$ cat src/hw/rtl/nms_pkg.sv
`timescale 1ns / 1ps
// Shared types and constants for the per-class NMS block.
// No dependencies.
package nms_pkg;

  localparam int MAX_DET = 64;
  localparam int IDX_W   = $clog2(MAX_DET);
  localparam int CNT_W   = IDX_W + 1;
  localparam logic [15:0] THR_RESET = 16'd29491;

  // controller -> datapath
  typedef struct packed {
    logic             ld_we;        // store incoming item at ld_addr
    logic [IDX_W-1:0] ld_addr;
    logic [IDX_W-1:0] sc_raddr;     // score/class read address (sort)
    logic             rd_sel_ord;   // box/score read address from order memory
    logic [IDX_W-1:0] ord_raddr;
    logic             ord_we;       // order[rank] <= i
    logic             si_load;      // latch score of entry i
    logic             rank_clr;
    logic             rank_acc;
    logic [IDX_W-1:0] i_idx;
    logic [IDX_W-1:0] j_idx;
    logic [IDX_W-1:0] sup_idx;
    logic             a_load;       // latch reference box
    logic             diff_load;
    logic             mul_load;
    logic             uni_load;
    logic             pp_load;
    logic             sup_try;      // mark sup_idx if same class and overlap test passes
    logic             sup_clr;
    logic             out_load;
    logic             ovf;
    logic [CNT_W-1:0] n_cnt;
  } nms_cmd_t;

  // datapath -> controller
  typedef struct packed {
    logic sup_at;                   // suppressed flag at sup_idx
  } nms_stat_t;

  typedef struct packed {
    logic signed [15:0] left;
    logic signed [15:0] top;
    logic signed [15:0] right;
    logic signed [15:0] bottom;
    logic        [15:0] score;
    logic        [7:0]  cls;
    logic               last;
    logic               ovf;
  } nms_res_t;

endpackage

$ cat src/hw/rtl/nms_ctrl.sv
`timescale 1ns / 1ps
// NMS controller: load, rank sort and suppression sequencing.
// Depends on nms_pkg.
module nms_ctrl import nms_pkg::*; (
  input  logic      clk,
  input  logic      rst_n,
  input  logic      in_valid,
  output logic      in_ready,
  input  logic      in_final,
  output logic      out_valid,
  input  logic      out_ready,
  input  nms_stat_t stat,
  output nms_cmd_t  cmd
);

  localparam logic [3:0] S_LOAD = 4'd0,  S_SI   = 4'd1,  S_SIL  = 4'd2,  S_SJ  = 4'd3,
                         S_SW   = 4'd4,  S_NI   = 4'd5,  S_NA1  = 4'd6,  S_NA2 = 4'd7,
                         S_NJ   = 4'd8,  S_NB1  = 4'd9,  S_NB2  = 4'd10, S_NM1 = 4'd11,
                         S_NM2  = 4'd12, S_NM3  = 4'd13, S_NM4  = 4'd14, S_OUT = 4'd15;

  logic [3:0]       st_r, st_nxt;
  logic [CNT_W-1:0] cnt_r, cnt_nxt, i_r, i_nxt, j_r, j_nxt;
  logic             ovf_r, ovf_nxt;

  always_comb begin
    st_nxt  = st_r;
    cnt_nxt = cnt_r;
    i_nxt   = i_r;
    j_nxt   = j_r;
    ovf_nxt = ovf_r;
    in_ready  = 1'b0;
    out_valid = 1'b0;
    cmd         = '0;
    cmd.i_idx   = i_r[IDX_W-1:0];
    cmd.j_idx   = j_r[IDX_W-1:0];
    cmd.ld_addr = cnt_r[IDX_W-1:0];
    cmd.n_cnt   = cnt_r;
    cmd.ovf     = ovf_r;
    unique case (st_r)
      S_LOAD: begin
        in_ready = 1'b1;
        if (in_valid) begin
          if (cnt_r < CNT_W'(MAX_DET)) begin
            cmd.ld_we = 1'b1;
            cnt_nxt   = cnt_r + 1'b1;
          end else begin
            ovf_nxt = 1'b1;
          end
          if (in_final) begin
            i_nxt  = '0;
            st_nxt = S_SI;
          end
        end
      end
      S_SI: begin
        cmd.sc_raddr = i_r[IDX_W-1:0];
        st_nxt = S_SIL;
      end
      S_SIL: begin
        cmd.si_load  = 1'b1;
        cmd.rank_clr = 1'b1;
        cmd.sc_raddr = '0;
        j_nxt  = '0;
        st_nxt = S_SJ;
      end
      S_SJ: begin
        cmd.rank_acc = 1'b1;
        cmd.sc_raddr = IDX_W'(j_r + 1'b1);
        if (j_r == cnt_r - 1'b1) begin
          st_nxt = S_SW;
        end else begin
          j_nxt = j_r + 1'b1;
        end
      end
      S_SW: begin
        cmd.ord_we = 1'b1;
        if (i_r + 1'b1 == cnt_r) begin
          i_nxt  = '0;
          st_nxt = S_NI;
        end else begin
          i_nxt  = i_r + 1'b1;
          st_nxt = S_SI;
        end
      end
      S_NI: begin
        cmd.sup_idx = i_r[IDX_W-1:0];
        if (i_r == cnt_r) begin
          cmd.sup_clr = 1'b1;
          cnt_nxt = '0;
          ovf_nxt = 1'b0;
          st_nxt  = S_LOAD;
        end else if (stat.sup_at) begin
          i_nxt = i_r + 1'b1;
        end else begin
          cmd.ord_raddr = i_r[IDX_W-1:0];
          st_nxt = S_NA1;
        end
      end
      S_NA1: begin
        cmd.rd_sel_ord = 1'b1;
        st_nxt = S_NA2;
      end
      S_NA2: begin
        cmd.a_load = 1'b1;
        j_nxt  = i_r + 1'b1;
        st_nxt = S_NJ;
      end
      S_NJ: begin
        cmd.sup_idx = j_r[IDX_W-1:0];
        if (j_r == cnt_r) begin
          cmd.out_load = 1'b1;
          st_nxt = S_OUT;
        end else if (stat.sup_at) begin
          j_nxt = j_r + 1'b1;
        end else begin
          cmd.ord_raddr = j_r[IDX_W-1:0];
          st_nxt = S_NB1;
        end
      end
      S_NB1: begin
        cmd.rd_sel_ord = 1'b1;
        st_nxt = S_NB2;
      end
      S_NB2: begin
        cmd.diff_load = 1'b1;
        st_nxt = S_NM1;
      end
      S_NM1: begin
        cmd.mul_load = 1'b1;
        st_nxt = S_NM2;
      end
      S_NM2: begin
        cmd.uni_load = 1'b1;
        st_nxt = S_NM3;
      end
      S_NM3: begin
        cmd.pp_load = 1'b1;
        st_nxt = S_NM4;
      end
      S_NM4: begin
        cmd.sup_idx = j_r[IDX_W-1:0];
        cmd.sup_try = 1'b1;
        j_nxt  = j_r + 1'b1;
        st_nxt = S_NJ;
      end
      S_OUT: begin
        out_valid = 1'b1;
        if (out_ready) begin
          i_nxt  = i_r + 1'b1;
          st_nxt = S_NI;
        end
      end
      default: st_nxt = S_LOAD;
    endcase
  end

  always_ff @(posedge clk) begin
    if (!rst_n) begin
      st_r  <= S_LOAD;
      cnt_r <= '0;
      i_r   <= '0;
      j_r   <= '0;
      ovf_r <= 1'b0;
    end else begin
      st_r  <= st_nxt;
      cnt_r <= cnt_nxt;
      i_r   <= i_nxt;
      j_r   <= j_nxt;
      ovf_r <= ovf_nxt;
    end
  end

`ifndef SYNTHESIS
  a_cnt_bound: assert property (@(posedge clk) disable iff (!rst_n)
    cnt_r <= CNT_W'(MAX_DET)) else $error("fill count past capacity");
  a_no_overlap: assert property (@(posedge clk) disable iff (!rst_n)
    !(in_ready && out_valid)) else $error("load and emit at once");
  a_out_hold: assert property (@(posedge clk) disable iff (!rst_n)
    (out_valid && !out_ready) |=> out_valid) else $error("result dropped");
  a_set_nonempty: assert property (@(posedge clk) disable iff (!rst_n)
    (st_r == S_SI) |-> (cnt_r != '0)) else $error("sort on empty set");
`endif

endmodule

$ cat config.mk
export PLATFORM = sky130hd
export DESIGN_NAME = nms_ctrl
export DESIGN_NICKNAME = d
export VERILOG_FILES = /design/src/hw/rtl/nms_pkg.sv /design/src/hw/rtl/nms_ctrl.sv
export SDC_FILE = /design/constraint.sdc
export NUM_CORES = 1
export LEC_CHECK = 0
export BUFFER_PORTS_ARGS = -buffer_cell sky130_fd_sc_hd__buf_2
export CORE_MARGIN = 2
export CORE_UTILIZATION = 50
export CTS_BUF_LIST = sky130_fd_sc_hd__clkbuf_4 sky130_fd_sc_hd__clkbuf_8
export CTS_CLUSTER_DIAMETER = 80
export DETAILED_ROUTE_END_ITERATION = 10
export GPL_ROUTABILITY_DRIVEN = 0
export HOLD_SLACK_MARGIN = 0.1
export PLACE_DENSITY = 0.79
export SYNTH_ARGS = -nofsm -noshare
export SYNTH_HDL_FRONTEND = slang
export SYNTH_SLANG_ARGS = --single-unit
export TNS_END_PERCENT = 1
$ cat constraint.sdc
create_clock -name clk -period 2.8 [get_ports clk]
set_input_delay 0.42 -clock clk [delete_from_list [all_inputs] [get_ports clk]]
set_output_delay 0.42 -clock clk [all_outputs]
set_load 0.02 [all_outputs]
==> impl_metrics.tcl, run 1 <==
set metrics [dict create \
    grt_first_pass_wirelength_um 11500 \
    crit_path_end_kind "output pin" \
    gr-total-overflow 0 \
    synth.distinct_cells 55 \
    die_w_um 75.6 \
    path_class "flop to output pin" \
    slew_violations 0 \
    synth_nets 362 \
    arrival_ns 2.24 \
    dieHeight_um 75.6 \
    synth-seq-area-share 0.203 \
    diodes 0 \
    max_slew_margin 0.538 \
    hpwl_um 5860 \
    num_rows 26 \
    htreeDepth 1 \
    ys_top_cells_by_count "nor2_1, clkbuf_1, dfxtp_1, nand2_1, xnor2_1" \
    async_flop_share 0 \
    layout-drive-gt1-share 0.252 \
    drt-vias-per-instance 6.02 \
    cts.path.max_buffers 2 \
    ys_seq_elements 26 \
    placed_area_um2 2810 \
    timing.critical_path.cells "xnor2_1 > nand4_1 > o21ai_0 > nor2_1 > a22o_1 > buf_2" \
    layout.nets 396 \
    dieArea_um2 5710 \
    syn_area_um2 2560 \
    finalWirelength_um 7660 \
    wl_per_cell_um 16.8 \
    synthCells 352 \
    slowest_stage "dfxtp_1" \
    cts_setup_buffers 0 \
    synth_top_family_by_area "simple AND/OR/NAND/NOR gates" \
    maxCapViolations 0 \
    critPathTopFamily "flip-flops" \
    ios 66 \
    drc 0 \
    cts_hold_buf 0 \
    timing_worst_slew_pin_value_ns 0.685 \
    detailedRoute.firstPassIterationCount 5 \
    avgSynthCellArea_um2 7.28 \
    synth_top_area_share 0.203 \
    vias 2740 \
    grt_pass1_vias 2391 \
    synthMuxAreaShare 0.0313 \
    finalInstanceArea_um2 2870 \
    hold_path.class "primary input to flop" \
    critical-path-max-stage-delay_ns 0.64 \
    period_share 0.951 \
    grt_antenna_before_repair 0 \
    status "completed" \
    clk_latency_ns 0.28 \
    yosysMostFrequentCell "nor2_1" \
    cts_tree "done" \
    clk_pin_slew_ns 0.10 \
    synthAdderAreaFrac 0.0195 \
    cts-resized-gates 0 \
    ir_drop_mv 0.317 \
    worstSetupStartpointType "flop" \
    tns_ns 0 \
    setup_violations 0 \
    ant_nets 0 \
    grt_use_total 0.265 \
    synth_ff_type "dfxtp_1" \
    leakagePower_nw 1.31 \
    drtIter0Drc 223 \
    fp.coreArea_um2 5010 \
    numCtsBuffers 3 \
    fin_skew_ns 0.00577 \
    cts_root_buf "clkbuf_8" \
    crit_fanout 12 \
    synthSimpleGateAreaFrac 0.255 \
    synthXorXnorAreaFrac 0.123 \
    start_util 0.511 \
    min_period_ns 2.66 \
    worstPathRequired_ns 2.38 \
    synth_compound_gate_area_share 0.239 \
    synthTopCellsByArea "dfxtp_1, xnor2_1, buf_4" \
    cts_sinks 26 \
    rsz0062_at_grt "no" \
    path_buf_inv 1 \
    portBuffers 65 \
    yosys_warnings 0 \
    yosysTopAreaCell "dfxtp_1" \
    power.density_nw_per_um2 668 \
    fmax_ghz 0.375 \
    synth-edff-count 0 \
    grt_start_max_net_pins 21 \
    syn_to_final_growth_pct 12.0 \
    hold_viol 0 \
]
## registers in the layout, indices dropped and copies added, names as in the netlist
name / cells
cnt_r: 7
i_r: 7
j_r: 7
st_r: 4
ovf_r: 1
## through the flow
stage / util / std cells / hold WS, ns / setup WS [ns] / total power, mW
finish: 0.573 / 455 / 0.411 / 0.136 / 1.92
global route: 0.573 / 455 / 0.447 / 0.000388 / 2.03
CTS: 0.572 / 455 / 0.412 / 0.173 / 1.89
detailed placement: 0.561 / 451 / 0.452 / 0.354 / 1.63
global placement: 0.561 / 451 / 0.446 / 0.432 / 1.61
floorplan: - / 352 / 0.438 / 0.287 / 1.41
## worst paths after layout
check | endpoint | slack, ns | from | cells after the start
worst max-delay path | cmd[42] | 0.14 | cnt_r[3] | 6
worst min-delay path | ovf_r | 0.41 | in_valid | 3
worst max register to register | j_r[5] | 0.30 | cnt_r[1] | 8
worst min register to register | ovf_r | 0.48 | ovf_r | 2
## final cells by class
cell class                 count  area (um2)
fill                         500        2140
multi-input combinational    260        1710
sequential                    26         523
timing repair buffer          80         438
tap                           70        87.6
inverter                      15        56.3
clock buffer                   4        55.1
## per-layer routing
metal | share of wire | track usage
met2 | 0.48 | 0.444
met3 | 0.073 | 0.0410
met1 | 0.42 | 0.344
met5 | 0 | 0
met4 | 0.030 | 0.0936
## power by group
group	leakage, nW	switching [mW]	internal (mW)	total, mW
Sequential	0.211	0.117	0.413	0.530
Clock	0.0288	0.132	0.126	0.258
Combinational	1.07	0.692	0.435	1.13
## placed cells by master (no fill, tap or decap), types with 2 or more instances in the layout
cell,count
buf_2,65
nor2_1,34
nand2_1,25
dfxtp_1,24
xnor2_1,22
a22o_1,17
inv_1,15
o21ai_0,15
buf_4,15
xor2_1,14
nand3_1,12
nor3_1,11
nand2b_1,10
a211oi_1,10
mux2i_1,8
nor4_1,7
a21oi_1,7
o22ai_1,7
or2_2,5
and3_1,5
ha_1,4
clkbuf_8,4
and4_1,3
and2_1,3
a31oi_1,3
o211ai_1,3
or3_1,2
o21ai_1,2
o31ai_1,2
o41ai_1,2
nand3b_1,2
a22oi_1,2
o32ai_1,2
nor2b_1,2
dfxtp_2,2
## worst register-to-register path, stage by stage, from the launching register on
cell and delay (ns):
dfxtp_1 0.43, inv_1 0.12, ha_1 0.22, nor4b_1 0.36
xnor2_1 0.11, or4_4 0.43, a211o_1 0.37, nand2_2 0.18
mux2i_1 0.20
## logic make-up after synthesis
family                   Yosys count
adder cells (fa/ha/maj)            4
multiplexers                       8
XOR/XNOR                          36
buffers and inverters             66
AND/OR/NAND/NOR                  128
flip-flops                        26
AO/OA/AOI/OAI                     84
No activity file was read; power rests on OpenSTA's default activity.
==> inputs of run 2 (changes only) <==
--- a/config.mk
+++ b/config.mk
@@ -6,6 +6,7 @@
 export NUM_CORES = 1
 export LEC_CHECK = 0
 export BUFFER_PORTS_ARGS = -buffer_cell sky130_fd_sc_hd__buf_2
+export CAP_MARGIN = 20
 export CORE_MARGIN = 2
 export CORE_UTILIZATION = 50
 export CTS_BUF_LIST = sky130_fd_sc_hd__clkbuf_4 sky130_fd_sc_hd__clkbuf_8
==> constraint.sdc (replaced) <==
create_clock -name clk -period 2.8 [get_ports clk]
set_input_delay 0.14 -clock clk [delete_from_list [all_inputs] [get_ports clk]]
set_output_delay 0.14 -clock clk [all_outputs]
set_load 0.02 [all_outputs]
==> run 2 against run 1 <==
  * Sequential power down 10%
  * Final area up 0.17%
  * Routed wire length down 2.3%
  * Power up 1.5%
  * Non-clock buffer count up 1
  * Count of clock-buffer cells in the layout unchanged
  * Largest cell class unchanged
  * Core utilization up 0.10 points
==> impl_metrics.tcl, run 2 (synthesis results as in run 1) <==
set metrics [dict create \
    hold_path_end "ovf_r" \
    cts_hold_buf 0 \
    final_util 0.574 \
    worstPathRequired_ns 2.66 \
    crit_top_cell "nor2_1" \
    period_share 0.933 \
    fin_skew_ns 0.00338 \
    setup_violations 0 \
    timing.critical_path.cells "nand2b_1 > nor2_1 > o21ai_0 > nor2_1 > a22o_1 > buf_2" \
    drt-vias-per-instance 5.92 \
    grt_use_total 0.257 \
    clk_pin_slew_ns 0.10 \
    grt_pass1_vias 2319 \
    reg2reg_to "j_r[5]" \
    power.density_nw_per_um2 676 \
    layout_commonest_cell "buf_2" \
    slowest_stage "nor2_1" \
    drc 0 \
    dieArea_um2 5710 \
    slew_violations 0 \
    fmax_ghz 0.383 \
    grt_antenna_before_repair 0 \
    hold_path.class "primary input to flop" \
    layout-drive-gt1-share 0.249 \
    detailedRoute.firstPassIterationCount 5 \
    syn_to_final_growth_pct 12.2 \
    cts_root_buf "clkbuf_8" \
    finalWirelength_um 7480 \
    htreeDepth 1 \
    dieHeight_um 75.6 \
    path_class "flop to output pin" \
    crit_path_end_kind "output pin" \
    reg2reg_setup_slack_ns 0.29 \
    fp.coreArea_um2 5010 \
    hpwl_um 5700 \
    grt_start_max_net_pins 23 \
    cts_sinks 26 \
    min_period_ns 2.61 \
    layout_common_cells "buf_2, nor2_1, dfxtp_1" \
    hold_viol 0 \
    reg2reg_from "cnt_r[0]" \
    portBuffers 65 \
    maxCapViolations 0 \
    cts-resized-gates 0 \
    rsz0062_at_grt "no" \
    timing_worst_slew_pin_value_ns 0.620 \
    numCtsBuffers 3 \
    status "completed" \
    wl_per_cell_um 16.4 \
    dp_cells 452 \
    ant_nets 0 \
    vias 2699 \
    grt_first_pass_wirelength_um 11300 \
    worstRegToRegCells 6 \
    reg.largest.list "cnt_r: 7 flops, i_r: 7 flops, j_r: 7 flops" \
    hp-start "in_valid" \
    clk_latency_ns 0.27 \
    cts.path.max_buffers 2 \
    final_cells 456 \
    min_path_cells 3 \
    start_util 0.511 \
    ios 66 \
    drtIter0Drc 209 \
    critical-path-max-stage-delay_ns 0.52 \
    diodes 0 \
    gr-total-overflow 0 \
    ir_drop_mv 0.364 \
    power_mw 1.94 \
    worstSetupStartpointType "flop" \
    num_rows 26 \
    arrival_ns 2.47 \
    cts_tree "done" \
    max_slew_margin 0.585 \
    die_w_um 75.6 \
    cts_setup_buffers 0 \
    crit_fanout 9 \
    leakagePower_nw 1.32 \
    tns_ns 0 \
    layout.nets 397 \
]
[run 2: cell types whose count changed in the layout (fill, tap and decap cells not counted)]
cell,delta
dfxtp_1,+2
dfxtp_2,-2
buf_4,+1
[run 2: layer usage]
| metal | vias up | global-route usage | wire, um |
|---|---|---|---|
| met5 | - | 0 | 0 |
| met4 | 0 | 0.0643 | 135 |
| met3 | 16 | 0.0410 | 607 |
| met2 | 136 | 0.436 | 3540 |
| met1 | 1246 | 0.341 | 3200 |
| li1 | 1301 | - | - |
[run 2: area by class of cell]
class / count / area [um2]
Fill cell: 507 / 2140
Tap cell: 70 / 87.6
Clock buffer: 4 / 55.1
Multi-Input combinational cell: 260 / 1710
Timing Repair Buffer: 81 / 445
Inverter: 15 / 56.3
Sequential cell: 26 / 520
[run 2: critical path, delay by kind of cell (launching register included)]
kind | cells | cell delay (ns)
flops | 1 | 0.38
buf+inv | 1 | 0.17
simple gates | 3 | 1.15
compound gates | 2 | 0.50
[run 2: power by group]
part | switching, mW | internal, mW
combinational | 0.745 | 0.468
clock | 0.127 | 0.126
sequential | 0.0668 | 0.410
total | 0.939 | 1.00
[run 2: how the worst max path moves through the flow]
stage	cells past startpoint	start	to
2_1_floorplan	7	st_r[1]	cnt_r[4]
3_3_place_gp	6	cnt_r[0]	j_r[1]
3_5_place_dp	6	cnt_r[0]	j_r[5]
4_1_cts	6	st_r[1]	cmd[39]
5_1_grt	6	st_r[1]	cmd[39]
6_report	6	st_r[1]	cmd[39]
[run 2: stage by stage]
step | cell area [um2] | worst slack (ns) | hold slack (ns)
final | 2870 | 0.188 | 0.142
after global placement | 2820 | 0.435 | 0.416
after floorplan | 2560 | 0.287 | 0.296
after CTS | 2870 | 0.298 | 0.142
after detailed placement | 2820 | 0.340 | 0.428
after global routing | 2870 | 0.0728 | 0.184
